**config.mk**
```make
export PLATFORM = sky130hd
export DESIGN_NAME = minmax_column_decimator
export DESIGN_NICKNAME = d
export VERILOG_FILES = /design/src/hdl/mmcd_pkg.sv /design/src/hdl/mmcd_regs.sv /design/src/hdl/mmcd_track.sv /design/src/hdl/mmcd_rows.sv /design/src/hdl/minmax_column_decimator.sv
export SDC_FILE = /design/constraint.sdc
export NUM_CORES = 2
export LEC_CHECK = 0
export BUFFER_PORTS_ARGS = -buffer_cell sky130_fd_sc_hd__buf_2
export CAP_MARGIN = 20
export CORE_MARGIN = 10
export CORE_UTILIZATION = 45
export DETAILED_ROUTE_END_ITERATION = 10
export GPL_TIMING_DRIVEN = 0
export PLACE_DENSITY = 0.72
export SETUP_SLACK_MARGIN = 0.15
export SYNTH_ARGS = -nofsm -noshare
export SYNTH_HDL_FRONTEND = slang
export SYNTH_SLANG_ARGS = --single-unit
```
**constraint.sdc**
```tcl
create_clock -name clk -period 4.8 [get_ports clk]
set_clock_uncertainty 0.15 [all_clocks]
set_input_delay 0.24 -clock clk [delete_from_list [all_inputs] [get_ports clk]]
set_output_delay 0.24 -clock clk [all_outputs]
set_load 0.05 [all_outputs]
```
**src/hdl/mmcd_pkg.sv**
```systemverilog
// Shared types and constants for the min/max column decimator.
package mmcd_pkg;

  localparam int SAMPLE_BITS = 8;
  localparam int COUNT_W     = 16;
  localparam int COL_W       = 10;
  localparam int PPC_W       = 32;
  localparam int SCALE_W     = 24;
  localparam int ROW_W       = 10;
  localparam int X_W         = 11;
  // Accumulator holds (columns+1)*P plus the rounding half; 43 bits never wrap.
  localparam int ACC_W       = 43;
  localparam int FRAC_W      = 16;
  localparam int PROD_W      = SAMPLE_BITS + SCALE_W;
  localparam int ADDR_W      = 5;
  localparam int DATA_W      = 32;

  // Register indexes on the configuration port.
  localparam logic [2:0] REG_SAMPLE_COUNT = 3'd0;
  localparam logic [2:0] REG_COLUMN_COUNT = 3'd1;
  localparam logic [2:0] REG_POINTS_PER   = 3'd2;
  localparam logic [2:0] REG_ROW_SCALE    = 3'd3;
  localparam logic [2:0] REG_BASE_ROW     = 3'd4;
  localparam logic [2:0] REG_X_ORIGIN     = 3'd5;

  localparam logic [COUNT_W-1:0] RST_SAMPLE_COUNT = 16'd512;
  localparam logic [COL_W-1:0]   RST_COLUMN_COUNT = 10'd278;
  localparam logic [PPC_W-1:0]   RST_POINTS_PER   = 32'd119837;
  localparam logic [SCALE_W-1:0] RST_ROW_SCALE    = 24'd65536;
  localparam logic [ROW_W-1:0]   RST_BASE_ROW     = 10'd255;
  localparam logic [COL_W-1:0]   RST_X_ORIGIN     = 10'd0;

  localparam logic [SAMPLE_BITS-1:0] SAMPLE_MAX = '1;
  localparam logic [COUNT_W-1:0]     INDEX_MAX  = '1;
  localparam logic [ACC_W-1:0]       ROUND_HALF = ACC_W'(1) << (FRAC_W - 1);

  typedef struct packed {
    logic [COUNT_W-1:0] sample_count;
    logic [COL_W-1:0]   column_count;
    logic [PPC_W-1:0]   points_per_column;
    logic [SCALE_W-1:0] row_scale;
    logic [ROW_W-1:0]   base_row;
    logic [COL_W-1:0]   x_origin;
  } cfg_t;

  // One closed column on its way to the row arithmetic.
  typedef struct packed {
    logic [X_W-1:0]         screen_x;
    logic [SAMPLE_BITS-1:0] col_min;
    logic [SAMPLE_BITS-1:0] col_max;
    logic                   last_column;
  } column_t;

endpackage

```
**src/hdl/mmcd_regs.sv**
```systemverilog
// Configuration register file behind the APB-style port.
module mmcd_regs (
  input  logic                        clk,
  input  logic                        rst_n,
  input  logic                        psel,
  input  logic                        penable,
  input  logic                        pwrite,
  input  logic [mmcd_pkg::ADDR_W-1:0] paddr,
  input  logic [mmcd_pkg::DATA_W-1:0] pwdata,
  output logic [mmcd_pkg::DATA_W-1:0] prdata,
  output logic                        pready,
  output mmcd_pkg::cfg_t              cfg
);
  import mmcd_pkg::*;

  cfg_t       cfg_r;
  logic [2:0] reg_sel;
  logic       wr_en;

  assign reg_sel = paddr[ADDR_W-1:2];
  assign pready  = 1'b1;
  assign wr_en   = psel && penable && pwrite && pready;
  assign cfg     = cfg_r;

  // Register writes land on the access cycle.
  always_ff @(posedge clk) begin
    if (!rst_n) begin
      cfg_r.sample_count      <= RST_SAMPLE_COUNT;
      cfg_r.column_count      <= RST_COLUMN_COUNT;
      cfg_r.points_per_column <= RST_POINTS_PER;
      cfg_r.row_scale         <= RST_ROW_SCALE;
      cfg_r.base_row          <= RST_BASE_ROW;
      cfg_r.x_origin          <= RST_X_ORIGIN;
    end else if (wr_en) begin
      case (reg_sel)
        REG_SAMPLE_COUNT: cfg_r.sample_count      <= pwdata[COUNT_W-1:0];
        REG_COLUMN_COUNT: cfg_r.column_count      <= pwdata[COL_W-1:0];
        REG_POINTS_PER:   cfg_r.points_per_column <= pwdata[PPC_W-1:0];
        REG_ROW_SCALE:    cfg_r.row_scale         <= pwdata[SCALE_W-1:0];
        REG_BASE_ROW:     cfg_r.base_row          <= pwdata[ROW_W-1:0];
        REG_X_ORIGIN:     cfg_r.x_origin          <= pwdata[COL_W-1:0];
        default: ;
      endcase
    end
  end

  // Read-back mux, zero-extended to the bus width.
  always_comb begin
    case (reg_sel)
      REG_SAMPLE_COUNT: prdata = DATA_W'(cfg_r.sample_count);
      REG_COLUMN_COUNT: prdata = DATA_W'(cfg_r.column_count);
      REG_POINTS_PER:   prdata = DATA_W'(cfg_r.points_per_column);
      REG_ROW_SCALE:    prdata = DATA_W'(cfg_r.row_scale);
      REG_BASE_ROW:     prdata = DATA_W'(cfg_r.base_row);
      REG_X_ORIGIN:     prdata = DATA_W'(cfg_r.x_origin);
      default:          prdata = '0;
    endcase
  end

endmodule

```
**src/hdl/mmcd_track.sv**
```systemverilog
// Column tracker: sample counting, column boundaries and running min/max.
module mmcd_track (
  input  logic                             clk,
  input  logic                             rst_n,
  input  mmcd_pkg::cfg_t                   cfg,
  input  logic                             in_valid,
  output logic                             in_stall,
  input  logic [mmcd_pkg::SAMPLE_BITS-1:0] in_sample,
  input  logic                             in_first,
  output logic                             col_valid,
  input  logic                             col_ready,
  output mmcd_pkg::column_t                col_word
);
  import mmcd_pkg::*;

  logic [COUNT_W-1:0]     sample_index_r, sample_index_nxt;
  logic [COL_W-1:0]       column_index_r, column_index_nxt;
  logic [ACC_W-1:0]       acc_r, acc_nxt;
  logic [SAMPLE_BITS-1:0] min_r, min_nxt;
  logic [SAMPLE_BITS-1:0] max_r, max_nxt;
  logic                   col_valid_r;
  column_t                col_word_r;

  logic [COUNT_W-1:0]     idx;
  logic [COL_W-1:0]       col;
  logic [ACC_W-1:0]       acc;
  logic [SAMPLE_BITS-1:0] cur_min, cur_max, upd_min, upd_max;
  logic                   skip, emit, accept, stage_ready;
  column_t                word_nxt;

  // The output slot frees when empty or when its word moves on.
  assign stage_ready = !col_valid_r || col_ready;
  assign in_stall    = !stage_ready;
  assign accept      = in_valid && stage_ready;
  assign col_valid   = col_valid_r;
  assign col_word    = col_word_r;

  // Per-sample update; a first-marked word starts from the restart values.
  always_comb begin
    if (in_first) begin
      idx     = '0;
      col     = '0;
      acc     = ACC_W'(cfg.points_per_column) + ROUND_HALF;
      cur_min = SAMPLE_MAX;
      cur_max = '0;
    end else begin
      idx     = sample_index_r;
      col     = column_index_r;
      acc     = acc_r;
      cur_min = min_r;
      cur_max = max_r;
    end

    sample_index_nxt = (idx < INDEX_MAX) ? idx + COUNT_W'(1) : idx;
    skip = (idx >= cfg.sample_count) || (col >= cfg.column_count);

    upd_min = (in_sample < cur_min) ? in_sample : cur_min;
    upd_max = (in_sample > cur_max) ? in_sample : cur_max;

    // The accumulator already carries the half, so its integer part is the end.
    emit = !skip &&
           ((ACC_W - FRAC_W)'(idx) + (ACC_W - FRAC_W)'(1) >= acc[ACC_W-1:FRAC_W]);

    word_nxt.screen_x    = X_W'(cfg.x_origin) + X_W'(col);
    word_nxt.col_min     = upd_min;
    word_nxt.col_max     = upd_max;
    word_nxt.last_column = (X_W'(col) + X_W'(1)) == X_W'(cfg.column_count);

    column_index_nxt = col;
    acc_nxt          = acc;
    min_nxt          = cur_min;
    max_nxt          = cur_max;
    if (emit) begin
      column_index_nxt = col + COL_W'(1);
      acc_nxt          = acc + ACC_W'(cfg.points_per_column);
      min_nxt          = SAMPLE_MAX;
      max_nxt          = '0;
    end else if (!skip) begin
      min_nxt = upd_min;
      max_nxt = upd_max;
    end
  end

  // Tracker state and the closed-column register.
  always_ff @(posedge clk) begin
    if (!rst_n) begin
      sample_index_r <= '0;
      column_index_r <= '0;
      acc_r          <= ACC_W'(RST_POINTS_PER) + ROUND_HALF;
      min_r          <= SAMPLE_MAX;
      max_r          <= '0;
      col_valid_r    <= 1'b0;
    end else begin
      if (accept) begin
        sample_index_r <= sample_index_nxt;
        column_index_r <= column_index_nxt;
        acc_r          <= acc_nxt;
        min_r          <= min_nxt;
        max_r          <= max_nxt;
      end
      if (stage_ready) begin
        col_valid_r <= accept && emit;
      end
    end
  end

  always_ff @(posedge clk) begin
    if (stage_ready) begin
      col_word_r <= word_nxt;
    end
  end

endmodule

```
**src/hdl/mmcd_rows.sv**
```systemverilog
// Row arithmetic: scale both extremes, round, and subtract from the base row.
module mmcd_rows (
  input  logic                       clk,
  input  logic                       rst_n,
  input  mmcd_pkg::cfg_t             cfg,
  input  logic                       col_valid,
  output logic                       col_ready,
  input  mmcd_pkg::column_t          col_word,
  output logic                       out_valid,
  input  logic                       out_stall,
  output logic [mmcd_pkg::X_W-1:0]   out_screen_x,
  output logic [mmcd_pkg::ROW_W-1:0] out_row_of_min,
  output logic [mmcd_pkg::ROW_W-1:0] out_row_of_max,
  output logic                       out_last_column
);
  import mmcd_pkg::*;

  localparam int OFF_W = PROD_W + 1 - FRAC_W;

  logic              prod_valid_r;
  logic [PROD_W-1:0] prod_min_r, prod_max_r;
  logic [X_W-1:0]    prod_x_r;
  logic              prod_last_r;
  logic              out_valid_r;
  logic [X_W-1:0]    out_x_r;
  logic [ROW_W-1:0]  row_min_r, row_max_r;
  logic              out_last_r;
  logic              out_ready, prod_ready;
  logic [ROW_W-1:0]  row_min_nxt, row_max_nxt;

  // Rounded offset subtracted from the base row, clipped at row zero.
  function automatic logic [ROW_W-1:0] row_for(input logic [PROD_W-1:0] prod,
                                               input logic [ROW_W-1:0]  base);
    logic [PROD_W:0]  rounded;
    logic [OFF_W-1:0] off;
    rounded = {1'b0, prod} + (PROD_W + 1)'(1 << (FRAC_W - 1));
    off     = rounded[PROD_W:FRAC_W];
    if (off >= OFF_W'(base)) begin
      return '0;
    end
    return base - off[ROW_W-1:0];
  endfunction

  assign out_ready  = !out_valid_r || !out_stall;
  assign prod_ready = !prod_valid_r || out_ready;
  assign col_ready  = prod_ready;

  assign row_min_nxt = row_for(prod_min_r, cfg.base_row);
  assign row_max_nxt = row_for(prod_max_r, cfg.base_row);

  // Valid flags of the product and output stages.
  always_ff @(posedge clk) begin
    if (!rst_n) begin
      prod_valid_r <= 1'b0;
      out_valid_r  <= 1'b0;
    end else begin
      if (prod_ready) begin
        prod_valid_r <= col_valid;
      end
      if (out_ready) begin
        out_valid_r <= prod_valid_r;
      end
    end
  end

  // Product stage: one 8x24 multiply for each extreme.
  always_ff @(posedge clk) begin
    if (prod_ready) begin
      prod_min_r  <= PROD_W'(col_word.col_min) * PROD_W'(cfg.row_scale);
      prod_max_r  <= PROD_W'(col_word.col_max) * PROD_W'(cfg.row_scale);
      prod_x_r    <= col_word.screen_x;
      prod_last_r <= col_word.last_column;
    end
  end

  // Output stage holds the word while the consumer stalls.
  always_ff @(posedge clk) begin
    if (out_ready) begin
      out_x_r    <= prod_x_r;
      row_min_r  <= row_min_nxt;
      row_max_r  <= row_max_nxt;
      out_last_r <= prod_last_r;
    end
  end

  assign out_valid       = out_valid_r;
  assign out_screen_x    = out_x_r;
  assign out_row_of_min  = row_min_r;
  assign out_row_of_max  = row_max_r;
  assign out_last_column = out_last_r;

endmodule

```
**src/hdl/minmax_column_decimator.sv**
```systemverilog
// Min/max column decimator: splits a sample stream into display columns.
// Takes one sample word per cycle when the output side keeps up.
// A column's word reaches out after the sample that closes it is accepted, passing the
// tracker register, multiply register and row register in order; each stage holds under stall.
// Synchronous active-low reset restores the register defaults, clears the pipeline
// and restarts the capture state (index and column zero, empty min/max).
module minmax_column_decimator (
  input  logic                             clk,
  input  logic                             rst_n,
  input  logic                             in_valid,
  output logic                             in_stall,
  input  logic [mmcd_pkg::SAMPLE_BITS-1:0] in_sample,
  input  logic                             in_first,
  output logic                             out_valid,
  input  logic                             out_stall,
  output logic [mmcd_pkg::X_W-1:0]         out_screen_x,
  output logic [mmcd_pkg::ROW_W-1:0]       out_row_of_min,
  output logic [mmcd_pkg::ROW_W-1:0]       out_row_of_max,
  output logic                             out_last_column,
  input  logic                             psel,
  input  logic                             penable,
  input  logic                             pwrite,
  input  logic [mmcd_pkg::ADDR_W-1:0]      paddr,
  input  logic [mmcd_pkg::DATA_W-1:0]      pwdata,
  output logic [mmcd_pkg::DATA_W-1:0]      prdata,
  output logic                             pready
);
  import mmcd_pkg::*;

  cfg_t    cfg;
  logic    col_valid;
  logic    col_ready;
  column_t col_word;

  mmcd_regs u_regs (
    .clk     (clk),
    .rst_n   (rst_n),
    .psel    (psel),
    .penable (penable),
    .pwrite  (pwrite),
    .paddr   (paddr),
    .pwdata  (pwdata),
    .prdata  (prdata),
    .pready  (pready),
    .cfg     (cfg)
  );

  mmcd_track u_track (
    .clk       (clk),
    .rst_n     (rst_n),
    .cfg       (cfg),
    .in_valid  (in_valid),
    .in_stall  (in_stall),
    .in_sample (in_sample),
    .in_first  (in_first),
    .col_valid (col_valid),
    .col_ready (col_ready),
    .col_word  (col_word)
  );

  mmcd_rows u_rows (
    .clk             (clk),
    .rst_n           (rst_n),
    .cfg             (cfg),
    .col_valid       (col_valid),
    .col_ready       (col_ready),
    .col_word        (col_word),
    .out_valid       (out_valid),
    .out_stall       (out_stall),
    .out_screen_x    (out_screen_x),
    .out_row_of_min  (out_row_of_min),
    .out_row_of_max  (out_row_of_max),
    .out_last_column (out_last_column)
  );

endmodule
```
==> flow_summary.ini <==
[cts]
path_clk_slew_ns = 0.06
cts_made_buffers = 37
clk_path_buf_depth = 3
insertion_delay_ns = 0.58
h-tree-depth = 2
tritoncts = done
clock_sinks = 296
root_buffer = clkbuf_16

[global_route]
grt.total_usage_pct = 24.92
busiest_layer = met2
grt_util_met2_pct = 38.60
grt_max_degree = 35
grt_pass1_wl_microns = 146000
grt_pass1_vias = 24800
grt_use_met3_pct = 5.275
grt_overflow_total = 0
antenna_found_initial = 1
grt_use_met1_pct = 33.49

[critical_path]
cp_top_family = adder cells
arrival_ns = 5.37
crit_chain = buf_6 -> clkbuf_8 -> and2_1 -> fa_1 -> fa_1 -> fa_1 -> inv_1 -> fa_1 -> inv_1 -> ha_1 -> o211ai_1 -> nor3_2 -> a221oi_2 -> a21o_4 -> o31ai_4 -> a221oi_2 -> o21bai_1 -> xor2_1
start_kind = flip-flop
crit_type = flip-flop to flip-flop
crit_fanout = 10
worstReg2RegStart = u_track.col_word[5]$_DFFE_PN_
slowest_delay_ns = 0.54
end_kind = flip-flop
required_ns = 4.95
r2r_cells = 18
r2r_setup_slack_ns = -0.42
critical_path.most_common_cell = fa_1
timing.rr.end = u_rows.prod_max_r[26]$_DFFE_PP_
crit_buf_inv = 4
crit_path_top_delay_cell = fa_1

[placement]
place_ws_ns = -1.811
gp_congestion = 1.004
hpwl_microns = 73440
io_buffers = 116

[logic_synthesis]
ys_ff_latch = 296
synth_most_common_cell = nand2_1
ys_types = 91
ys_seq_area_share_pct = 24.14
synth_ff_type = dfxtp_1
synthCells = 3253
synth_area_leaders = fa_1 (18%), dfxtp_1 (13%), edfxtp_1 (11%)
synth_edf_count = 106
yosysWarnings = 0
synthesis.area_sq_um = 28940
synth_top_cell_by_area = fa_1
synth-async-reset-ratio_pct = 0
synth_top_area_share_pct = 18.40
synth_commonest_cells = nand2_1 (382), inv_1 (369), and2_1 (320)
synth_fp_nets = 3813
synth_area_per_cell_sq_um = 8.898

[timing]
whs_ns = 0.03665
min_period_ns = 5.223
period_share_pct = 108.8
max_slew_margin_pct = 24.99
hold_violations = 0
tightest_slew_ns = 1.121
slew_violations = 0
layout_setup_ws_ns = -0.4232
setup_viol = 32
rsz0062_at_grt = true
setup_tns_ns = -8.400
fmax_mhz = 191.5

[worst_hold_path]
hold_path_end = u_track.col_word[12]$_DFFE_PN_
holdPathStages = 3
hp-start = in_sample[3]
hold_class = input port to flip-flop

[finish]
drive_gt1_share_pct = 15.91
multiInputGateArea_sq_um = 20950
seq_area_sq_um = 7042
fin_nets = 4082
post-route-util_pct = 54.50
nFillCells = 5609
syn_to_final_growth_pct = 19.44

[route]
drt-pass1-iter-count = 6
via_count = 25040
via_per_inst = 5.693
drtIter0Drc = 2351
drc_errors = 0
routedWlPerCell_microns = 21.51
postRouteAntennaNets = 0
wl_microns = 94620

[flow_run]
cap_viol_max_count = 0

[die]
start_util_pct = 45.63
io_pins = 120
fp.dieArea_sq_um = 74870
core.rowCount = 92
dieHeight_microns = 273.6
die_w_microns = 273.6
core_sq_um = 63430

[run_status]
status = finished with violations
failed_checks = setup timing

[power]
p_leak_nw = 16.06
powerDensity_nw_per_um2 = 223.7
ir_drop_uv = 232.6
power.total_mw = 7.734
==> registers in the layout (all words and copies together) (netlist names), 11 cells and up <==
name and count:
u_rows.out_screen_x 11, u_rows.prod_max_r 17, u_track.acc_r 43, u_track.col_word 28
u_rows.prod_x_r 11, u_regs.cfg 102, u_track.sample_index_r 16, u_rows.prod_min_r 17
==> cells by family (layout without fill, tap and decap cells) <==
kind of cell,count (synthesis),after routing,share of synthesized area (%)
AO/OA/AOI/OAI,583,583,13.43
XOR/XNOR,126,126,3.813
adder cells (fa/ha/maj),507,507,28.82
buffers and inverters,521,819,6.886
flip-flops,296,296,24.14
multiplexers,86,86,3.182
other,1,2,0.01296
AND/OR/NAND/NOR,1133,1133,19.73
==> cells in the final DEF, fill, tap and decap left out, types with 14 or more instances in the layout <==
master	count
o21ai_0	72
dlygate4sd3_1	42
buf_6	27
nor2b_1	43
a21oi_1	184
fa_1	253
xor2_1	46
o211ai_1	30
clkbuf_1	72
a21o_1	48
inv_1	361
nand3_1	63
nor3_1	31
and2_4	22
ha_4	21
and3_1	24
nor2_1	162
ha_1	216
o21a_1	17
buf_2	131
clkbuf_4	16
nand4_1	22
clkbuf_8	27
edfxtp_1	106
clkbuf_16	45
dfxtp_1	168
nand2_1	372
nand2b_1	14
o221a_2	16
a211oi_1	17
mux2i_1	65
mux2_2	17
xnor2_1	73
buf_4	46
a21oi_2	18
and2_1	298
==> area by class of cell <==
| type | instances | area share [%] |
|---|---|---|
| tap | 846 | 3.062 |
| inverter | 369 | 4.007 |
| buffer | 152 | 3.333 |
| sequential | 296 | 20.37 |
| clock buffer | 46 | 2.896 |
| timing repair buffer | 230 | 4.904 |
| antenna | 1 | 0.007239 |
| multi-input combinational | 2436 | 60.59 |
| clock inverter | 22 | 0.8325 |
==> where the power goes <==
part / switching, mW / internal, mW
sequential: 0.0962 / 2.76
combinational: 1.22 / 0.666
clock: 1.21 / 1.78
==> worst min-delay path: cells and delay by family <==
kind | cells | cell delay [ns]
buffers and inverters | 2 | 0.22
multiplexers | 1 | 0.10
==> worst max-delay path by stage <==
stage                                              from                              end  cells past startpoint
after global routing      u_track.col_word[8]$_DFFE_PN_  u_rows.prod_max_r[26]$_DFFE_PP_                     18
after floorplan           u_track.col_word[3]$_DFFE_PN_  u_rows.prod_max_r[26]$_DFFE_PP_                     17
final                     u_track.col_word[5]$_DFFE_PN_  u_rows.prod_max_r[26]$_DFFE_PP_                     18
after detailed placement                       in_first   u_track.acc_r[26]$_SDFFE_PN0P_                     23
after global placement                         in_first   u_track.acc_r[26]$_SDFFE_PN0P_                     23
after CTS                 u_track.col_word[8]$_DFFE_PN_  u_rows.prod_max_r[26]$_DFFE_PP_                     18
==> what timing repair did <==
action,CTS,global route
buffers inserted,48,14
endpoints found under the setup margin,95,83
hold buffers,42,0
endpoints found under the hold margin,111,0
gates cloned,4,1
resized for setup,206,71
pin swaps,82,49
==> metal layers <==
layer	wire length (microns)	vias to the layer above
met1	40140	12250
met5	0	-
met4	3949	0
met2	41500	1157
met3	9024	189
li1	-	11440
==> per-stage QoR <==
| stage | instance area [sq um] | std cells |
|---|---|---|
| floorplan | 29480 | 3253 |
| global placement | 31120 | 4215 |
| detailed placement | 31210 | 4220 |
| CTS | 34140 | 4382 |
| global route | 34570 | 4397 |
| finish | 34570 | 4398 |
Power figures use the tool's default switching activity.
